File: config.mk
export PLATFORM = sky130hd
export DESIGN_NAME = strict_priority_five_level_queue
export DESIGN_NICKNAME = d
export VERILOG_FILES = /design/src/rtl/core/spfq_pkg.sv /design/src/rtl/core/strict_priority_five_level_queue.sv
export VERILOG_INCLUDE_DIRS = /design/src /design/src/rtl/core
export SDC_FILE = /design/constraint.sdc
export NUM_CORES = 2
export LEC_CHECK = 0
export BUFFER_PORTS_ARGS = -buffer_cell sky130_fd_sc_hd__buf_2
export CORE_ASPECT_RATIO = 2
export CORE_MARGIN = 4
export CORE_UTILIZATION = 40
export CTS_CLUSTER_SIZE = 30
export DETAILED_ROUTE_END_ITERATION = 12
export GPL_TIMING_DRIVEN = 1
export PLACE_DENSITY = 0.51
export REMOVE_ABC_BUFFERS = 1
export SLEW_MARGIN = 20
export SYNTH_ARGS = -nofsm -noshare
export SYNTH_HDL_FRONTEND = slang
export SYNTH_SLANG_ARGS = --single-unit
File: constraint.sdc
create_clock -name clock -period 6.95 [get_ports clock]
set_input_delay 2.085 -clock clock [delete_from_list [all_inputs] [get_ports clock]]
set_output_delay 2.085 -clock clock [all_outputs]
set_load 0.03 [all_outputs]
File: src/rtl/core/assert_macros.svh
// ----------------------------------------------------------------------------
// assert_macros.svh
// concurrent assertion shorthands, clocked on clock; only ASSERT_CLK is gated by reset
// ----------------------------------------------------------------------------
`ifndef ASSERT_MACROS_SVH
`define ASSERT_MACROS_SVH

// property checked on every edge outside reset
`define ASSERT_CLK(label, prop, msg) \
   label: assert property (@(posedge clock) disable iff (reset) (prop)) else $error(msg);

// property checked on every edge, reset included
`define ASSERT_ALWAYS(label, prop, msg) \
   label: assert property (@(posedge clock) (prop)) else $error(msg);

`endif

File: src/rtl/core/spfq_pkg.sv
// ----------------------------------------------------------------------------
// spfq_pkg
// shared constants and codes of the strict priority level queue
// ----------------------------------------------------------------------------
package spfq_pkg;

   localparam int LEVELS       = 5;
   localparam int LEVEL_DEPTH  = 16;
   localparam int HANDLE_W     = 16;

   localparam int LVL_W        = (LEVELS > 1) ? $clog2(LEVELS) : 1;
   localparam int PTR_W        = (LEVEL_DEPTH > 1) ? $clog2(LEVEL_DEPTH) : 1;
   localparam int CNT_W        = $clog2(LEVEL_DEPTH + 1);
   localparam int THR_W        = 5;
   localparam int CMP_W        = (CNT_W > THR_W) ? CNT_W : THR_W;

   // port widths fixed by the interface
   localparam int HANDLE_PORT_W = 16;
   localparam int PRIO_W        = 3;
   localparam int LEVEL_PORT_W  = 3;
   localparam int MASK_W        = 5;

   localparam logic [THR_W-1:0] THRESHOLD_RESET = THR_W'(5);

   typedef enum logic [0:0] {
      CMD_ENQUEUE = 1'b0,
      CMD_SERVE   = 1'b1
   } cmd_type;

   typedef enum logic [1:0] {
      ST_ENQUEUED = 2'd0,
      ST_DROPPED  = 2'd1,
      ST_SERVED   = 2'd2,
      ST_EMPTY    = 2'd3
   } status_type;

endpackage

File: src/rtl/core/strict_priority_five_level_queue.sv
// ----------------------------------------------------------------------------
// strict_priority_five_level_queue
// five fifo levels of item handles; enqueue by priority, serve most urgent
//
//   channel   handshake            payload
//   request   start / busy         req_cmd, req_item_handle, req_priority_req
//   response  rsp_strobe           rsp_status, rsp_served_handle,
//                                  rsp_served_level, rsp_saturated_levels
//   csr       csr_wr_en            csr_wr_data (saturation threshold)
//
// a beat accepted at one edge gives its response in the very next cycle,
// one request per cycle while busy is low; the read of the entry memory
// is registered. busy is high only during reset and the cycle after it.
// the response is shown for one cycle and cannot be held off.
// ----------------------------------------------------------------------------
module strict_priority_five_level_queue (
   input  logic                                 clock,
   input  logic                                 reset,
   input  logic                                 start,
   output logic                                 busy,
   input  logic                                 req_cmd,
   input  logic [spfq_pkg::HANDLE_PORT_W-1:0]   req_item_handle,
   input  logic [spfq_pkg::PRIO_W-1:0]          req_priority_req,
   output logic                                 rsp_strobe,
   output logic [1:0]                           rsp_status,
   output logic [spfq_pkg::HANDLE_PORT_W-1:0]   rsp_served_handle,
   output logic [spfq_pkg::LEVEL_PORT_W-1:0]    rsp_served_level,
   output logic [spfq_pkg::MASK_W-1:0]          rsp_saturated_levels,
   input  logic                                 csr_wr_en,
   input  logic [spfq_pkg::THR_W-1:0]           csr_wr_data
);
   import spfq_pkg::*;

   `include "assert_macros.svh"

   // entry memory, one row per level
   logic [HANDLE_W-1:0] mem [LEVELS][LEVEL_DEPTH];

   logic [PTR_W-1:0]    head_ff  [LEVELS];
   logic [PTR_W-1:0]    head_in  [LEVELS];
   logic [PTR_W-1:0]    tail_ff  [LEVELS];
   logic [PTR_W-1:0]    tail_in  [LEVELS];
   logic [CNT_W-1:0]    cnt_ff   [LEVELS];
   logic [CNT_W-1:0]    cnt_in   [LEVELS];

   logic [THR_W-1:0]    thr_ff;
   logic                busy_ff;
   logic                strobe_ff;
   status_type          status_ff;
   status_type          status_in;
   logic [LVL_W-1:0]    lvl_ff;
   logic [LVL_W-1:0]    lvl_in;
   logic                lvl_valid_ff;
   logic                lvl_valid_in;
   logic [MASK_W-1:0]   sat_ff;
   logic [MASK_W-1:0]   sat_in;
   logic [HANDLE_W-1:0] rd_ff;

   logic                accept;
   logic                mem_we;
   logic                mem_re;
   logic [LVL_W-1:0]    enq_lvl;
   logic [LVL_W-1:0]    srv_lvl;
   logic                srv_found;
   cmd_type             cmd;

   assign accept = start & ~busy_ff;
   assign cmd    = cmd_type'(req_cmd);

   // priority outside 1..LEVELS lands on the least urgent level
   always_comb begin
      if (int'(req_priority_req) >= 1 && int'(req_priority_req) <= LEVELS) begin
         enq_lvl = LVL_W'(int'(req_priority_req) - 1);
      end else begin
         enq_lvl = LVL_W'(LEVELS - 1);
      end
   end

   // most urgent non-empty level
   always_comb begin
      srv_lvl   = '0;
      srv_found = 1'b0;
      for (int i = LEVELS - 1; i >= 0; i--) begin
         if (cnt_ff[i] != '0) begin
            srv_lvl   = LVL_W'(i);
            srv_found = 1'b1;
         end
      end
   end

   always_comb begin
      head_in      = head_ff;
      tail_in      = tail_ff;
      cnt_in       = cnt_ff;
      status_in    = ST_EMPTY;
      lvl_in       = '0;
      lvl_valid_in = 1'b0;
      mem_we       = 1'b0;
      mem_re       = 1'b0;
      if (accept) begin
         case (cmd)
            CMD_ENQUEUE: begin
               lvl_in       = enq_lvl;
               lvl_valid_in = 1'b1;
               if (cnt_ff[enq_lvl] >= CNT_W'(LEVEL_DEPTH)) begin
                  status_in = ST_DROPPED;
               end else begin
                  status_in        = ST_ENQUEUED;
                  mem_we           = 1'b1;
                  tail_in[enq_lvl] = (tail_ff[enq_lvl] == PTR_W'(LEVEL_DEPTH - 1)) ?
                                     '0 : tail_ff[enq_lvl] + PTR_W'(1);
                  cnt_in[enq_lvl]  = cnt_ff[enq_lvl] + CNT_W'(1);
               end
            end
            CMD_SERVE: begin
               if (srv_found) begin
                  status_in        = ST_SERVED;
                  lvl_in           = srv_lvl;
                  lvl_valid_in     = 1'b1;
                  mem_re           = 1'b1;
                  head_in[srv_lvl] = (head_ff[srv_lvl] == PTR_W'(LEVEL_DEPTH - 1)) ?
                                     '0 : head_ff[srv_lvl] + PTR_W'(1);
                  cnt_in[srv_lvl]  = cnt_ff[srv_lvl] - CNT_W'(1);
               end
            end
            default: begin
               status_in = ST_EMPTY;
            end
         endcase
      end
   end

   // saturation flags from the counts after this beat
   always_comb begin
      sat_in = '0;
      for (int i = 0; i < LEVELS && i < MASK_W; i++) begin
         sat_in[i] = (CMP_W'(cnt_in[i]) >= CMP_W'(thr_ff));
      end
   end

   always_ff @(posedge clock) begin
      if (mem_we) begin
         mem[enq_lvl][tail_ff[enq_lvl]] <= req_item_handle[HANDLE_W-1:0];
      end
      if (mem_re) begin
         rd_ff <= mem[srv_lvl][head_ff[srv_lvl]];
      end
   end

   always_ff @(posedge clock) begin
      if (reset) begin
         for (int i = 0; i < LEVELS; i++) begin
            head_ff[i] <= '0;
            tail_ff[i] <= '0;
            cnt_ff[i]  <= '0;
         end
         thr_ff    <= THRESHOLD_RESET;
         busy_ff   <= 1'b1;
         strobe_ff <= 1'b0;
      end else begin
         head_ff   <= head_in;
         tail_ff   <= tail_in;
         cnt_ff    <= cnt_in;
         busy_ff   <= 1'b0;
         strobe_ff <= accept;
         if (csr_wr_en) begin
            thr_ff <= csr_wr_data;
         end
      end
   end

   // response payload
   always_ff @(posedge clock) begin
      if (accept) begin
         status_ff    <= status_in;
         lvl_ff       <= lvl_in;
         lvl_valid_ff <= lvl_valid_in;
         sat_ff       <= sat_in;
      end
   end

   assign busy                 = busy_ff;
   assign rsp_strobe           = strobe_ff;
   assign rsp_status           = status_ff;
   assign rsp_served_handle    = (status_ff == ST_SERVED) ?
                                 HANDLE_PORT_W'(rd_ff) : '0;
   assign rsp_served_level     = lvl_valid_ff ?
                                 LEVEL_PORT_W'(32'(lvl_ff) + 32'd1) : '0;
   assign rsp_saturated_levels = sat_ff;

   `ASSERT_CLK(a_strobe_follows_accept, accept |=> rsp_strobe, "accepted beat gave no response")
   `ASSERT_CLK(a_strobe_has_cause, rsp_strobe |-> $past(accept), "response without a request")
   `ASSERT_CLK(a_served_has_level, (rsp_strobe && rsp_status == ST_SERVED) |-> rsp_served_level != '0, "serve without a level")
   `ASSERT_CLK(a_drop_only_when_full, (rsp_strobe && rsp_status == ST_DROPPED) |-> $past(cnt_ff[enq_lvl]) == CNT_W'(LEVEL_DEPTH), "drop on a level that was not full")
   `ASSERT_ALWAYS(a_busy_in_reset, reset |=> busy, "busy low right after reset")

endmodule
=== Yosys cells after proc, flatten, opt, wreduce, memory -nomap -nowiden ===
Memory sizes are Yosys's and may differ from the RTL's.
Index checks and enable logic that the tools add are counted.

* Memories: 1
* Logic and storage cells: 130
* Output and inout bits: 28
* Memory bits (writable): 1,280
* Flip-flop bits (word level): 99

{| class="wikitable"
|+ Memories
! name !! depth !! width !! read ports !! clocked after Yosys merged registers in !! write ports !! line !! source
|-
| mem || 5 || 256 || 1 || 0 || 1 || strict_priority_five_level_queue.sv:37 || <nowiki>logic [HANDLE_W-1:0] mem [LEVELS][LEVEL_DEPTH];</nowiki>
|}

* Multiplexer cells: 63
* Bitwise gates (word level): 8
* Reductions and logical operators: 11
* $lt $le $gt $ge: 15
* Add/sub/neg operators: 6
* Equal/unequal tests: 3

{| class="wikitable"
|+ Operators with widths
! cell !! number
|-
| $mux 256 || 1
|-
| $mux 25 || 3
|-
| $bmux 16 s4 || 1
|-
| $demux 16 s4 || 1
|-
| $mux 16 || 4
|-
| $bwmux 25 || 2
|-
| $pmux 25 s2 || 1
|-
| $bwmux 20 || 2
|-
| $mux 4 || 8
|-
| $bmux 5 s3 || 2
|-
| $demux 5 s3 || 2
|-
| $mux 5 || 6
|-
| $ge 5x5->1 || 5
|-
| $reduce_bool 5->1 || 5
|-
| $bmux 4 s3 || 2
|-
| $demux 4 s3 || 2
|-
| $mux 3 || 8
|-
| $ge 5x5->1 const B || 3
|-
| $mux 1 || 15
|-
| $not 4->5 || 2
|-
| $add 4x1->4 const B || 2
|-
| $eq 4x4->1 const B || 2
|-
| $ge 4x4->1 const B || 2
|-
| $lt 4x1->1 const B || 2
|-
| 16 further kinds || 23
|}

=== Depth between registers and ports, before layout ===
* Depth after elaboration: 16
* Mapped depth: 21
* Depth with buffers taken out: 18

=== Worst setup path after synthesis ===
No wires, ideal clock.

* Path kind: input-to-reg
* Start point: input port req_priority_req[0] in the netlist's numbering
* End point: register sat_ff[3] (netlist: rsp_saturated_levels[3]), data pin
* Required time: 6.693 ns
* Stages on the path: 20
* Setup slack: 0.959 ns
* Library setup time: 0.257 ns
* Data arrival time: 5.734 ns
* Cells stage by stage: clkbuf_1 inv_1 ha_1 clkbuf_1 nand2_1 o221ai_1 and2_0 clkbuf_1 a221oi_1 inv_1 ha_1 nor2b_1 a22o_1 a22o_1 ha_1 a21o_1 a21oi_1 nor2b_1 o21ai_0 nand2b_1

{| class="wikitable"
|+ RTL lines
! item !! line !! source
|-
| start: declaration || strict_priority_five_level_queue.sv:23 || <nowiki>input logic [spfq_pkg::PRIO_W-1:0] req_priority_req,</nowiki>
|-
| end signal: assignment || strict_priority_five_level_queue.sv:178 || <nowiki>sat_ff <= sat_in;</nowiki>
|-
| end: declaration || strict_priority_five_level_queue.sv:55 || <nowiki>logic [MASK_W-1:0] sat_ff;</nowiki>
|}

==> flow_summary.toml <==
[flow_run]
maxCapViolations = 0

[layout]
nets = 3838
layout-drive-gt1-share_pct = 12.9
area_delta_synth_final_pct = 13.2
final_cell_mix = "1307 x edfxtp_1, 415 x nand2_1, 203 x buf_4"
fillers = 11985
mostFrequentLayoutCell = "edfxtp_1"
fin_area_sq_um = 61500

[yosys]
synthAdderAreaFrac_pct = 0.806
synth.distinct_cells = 73
synth-edff-count = 1307
synth_ff_type = "edfxtp_1"
yosys.area.top_type = "edfxtp_1"
synth-warning-count = 0
ys_seq_area_share_pct = 74.9
synth_area_sq_um = 54400
synth_xor_area_share_pct = 0.226
synth_top_area_share_pct = 72.2
avgSynthCellArea_sq_um = 15.0
synth_top_family_by_area = "compound AO/OA/AOI/OAI gates"
yosys.area_share.simple_pct = 7.07
ys_top_cells_by_area = "edfxtp_1 72%, nand2_1 2.9%, dfxtp_1 2.7%"
muxShareOfSynthArea_pct = 1.92
synth-compound-area-share_pct = 12.9
ys_ff_latch = 1379
syn-instance-count = 3631
async_flop_share_pct = 0

[clocking]
numCtsBuffers = 119
cts_sinks = 1379
clockBufferDepth = 3
cts_root_buf = "clkbuf_16"
clk_pin_slew_ps = 70
clk_latency_ps = 750
cts_hold_buffers = 0
postCtsSetupBuffers = 0
cts_resized = 0
cts_tree = "done"
htree_levels = 3

[setup_path]
crit_type = "input pin to flip-flop"
crit_required_ps = 7450
crit_start = "req_priority_req[0]"
worstSetupStartpointType = "input pin"
r2r_start = "cnt_ff[14]"
critPathMaxFanout = 22
cp.arrival_ps = 6210
cp-end-kind = "flip-flop"

[sta]
period_needed_ps = 5710
rsz0062_at_grt = "no"
maxSlewViolCount = 0
fmax_mhz = 175
whs_ps = 454
setup_violations = 0
hold_viol = 0
clock_skew_ps = 34.0
worst_pin_slew_ps = 1090
maxSlewHeadroom_pct = 27.6
fin_crit_sh_pct = 82.1

[drt]
drc = 0
finalWirelength_microns = 172000
viasPerCell = 5.96
antenna_left = 0
drt_pre_antenna_iters = 6
post_drt_wl_per_cell_microns = 30.6
vias = 33467
drtIter0Drc = 2891

[die]
dieHeight_microns = 529
rows = 191
io_pins = 57
die_w_microns = 269
die-area_sq_um = 142000
core_sq_um = 135000
start_util_pct = 40.2

[power_and_ir_drop]
internal_power_mw = 13.9
sw_frac_of_total_pct = 30.4
p_comb_share_pct = 21.3
clock_power_share_pct = 32.8
net-switching-power_mw = 6.10
p_leak_nw = 19.8
seq_power_share_pct = 45.9
max-vdd-ir-drop_v = 0.000227
p_per_area_nw_per_um2 = 325

[place]
io_buffers = 56
placed_area_sq_um = 57700
gp_congestion = 0.945
dpl.hpwl_microns = 108000

[hold_path]
min_path_type = "flip-flop to flip-flop"
hp-start = "tail_ff[13]"

[global_route]
antenna_found_initial = 3
grt_start_max_net_pins = 125
grt_pass1_vias = 33496
grt_pass1_wl_microns = 245000
grt-ovfl-total = 0
track_usage_pct = 23.9

[run_status]
status = "finished clean"
power by group through the flow:
stage,combinational (mW),sequential [mW],clock [mW]
after detailed placement,4.30,9.37,0
after CTS,4.32,9.19,6.69
final,4.27,9.19,6.57
after global routing,4.50,9.18,7.01
after global placement,4.29,9.37,0
after floorplan,2.25,9.35,0
worst max-delay path, stage by stage:
cell and delay (ps):
buf_2 170, inv_1 190, ha_1 440, xor2_1 200, o211ai_1 330, nand2b_1 180
buf_4 420, o221a_2 290, nand2_1 110, nor3b_1 240, xor2_1 560, a21oi_1 190
nor3_1 200, ha_1 250, nor2b_1 120, o21ai_0 150, nand2b_1 70
registers in the layout, indices dropped and copies added, names as in the netlist:
register / flops
tail_ff: 20
busy: 1
rsp_status: 2
mem: 1280
rsp_saturated_levels: 5
rd_ff: 16
rsp_strobe: 1
thr_ff: 5
lvl_valid_ff: 1
lvl_ff: 3
cnt_ff: 25
head_ff: 20
through the flow:
step | TNS, ps | utilization, % | instances | total power [mW] | setup WS (ps)
after detailed placement | 0 | 42.7 | 5390 | 13.7 | 519
final | 0 | 45.5 | 5616 | 20.0 | 1240
after CTS | 0 | 45.5 | 5614 | 20.2 | 1330
after floorplan | -381550 | - | 3387 | 11.6 | -7610
after global routing | 0 | 45.5 | 5615 | 20.7 | 987
after global placement | 0 | 42.7 | 5390 | 13.7 | 578
area by class of cell:
cell class                 count  area, sq um  area share, %
clock buffer                 141         3110           5.06
tap                         1737         2170           3.53
clock inverter                83          678           1.10
antenna                        2         5.00        0.00813
timing repair buffer         266         2140           3.48
multi-input combinational   1977        12600           20.5
sequential                  1379        40700           66.1
inverter                      31          121          0.197
worst paths after layout:
kind / to / slack (ps) / cells past startpoint
worst min-delay path: tail_ff[13] / 450 / 2
worst max-delay path: rsp_saturated_levels[4] / 1240 / 17
worst min register to register: tail_ff[13] / 450 / 2
worst max register to register: rd_ff[6] / 1980 / 12
logic make-up (layout without fill, tap and decap cells):
group                    after synthesis  in the layout
AO/OA/AOI/OAI                        965            965
XOR/XNOR                              14             14
adder cells (fa/ha/maj)               35             35
buffers and inverters                275            521
flip-flops                          1379           1379
multiplexers                         101            101
other                                  0              2
AND/OR/NAND/NOR                      862            862
layer usage:
| layer | routed length [microns] | global-route usage (%) | share of wire [%] | vias to the layer above |
|---|---|---|---|---|
| met2 | 92600 | 44.0 | 54 | 1103 |
| li1 | - | - | - | 14730 |
| met4 | 8840 | 11.1 | 5.1 | 2 |
| met1 | 62400 | 27.6 | 36 | 17338 |
| met3 | 7890 | 2.62 | 4.6 | 294 |
| met5 | 13 | 0 | 0.0076 | - |
synth_stat cells, types with 28 or more instances:
cell and n:
a22o_1 92, a22oi_1 177, nor4_1 31, a221oi_1 105, a222oi_1 30, dfxtp_1 72
o21ai_0 100, inv_1 29, a21oi_1 182, a31oi_1 62, nor2_1 190, edfxtp_1 1307
nand3_1 36, mux2_2 28, and2_1 31, mux2i_1 73, clkbuf_1 112, nor3_1 61
o211ai_1 30, nand2_1 415, ha_1 35, buf_2 95
(Power assumes the default switching activity.)
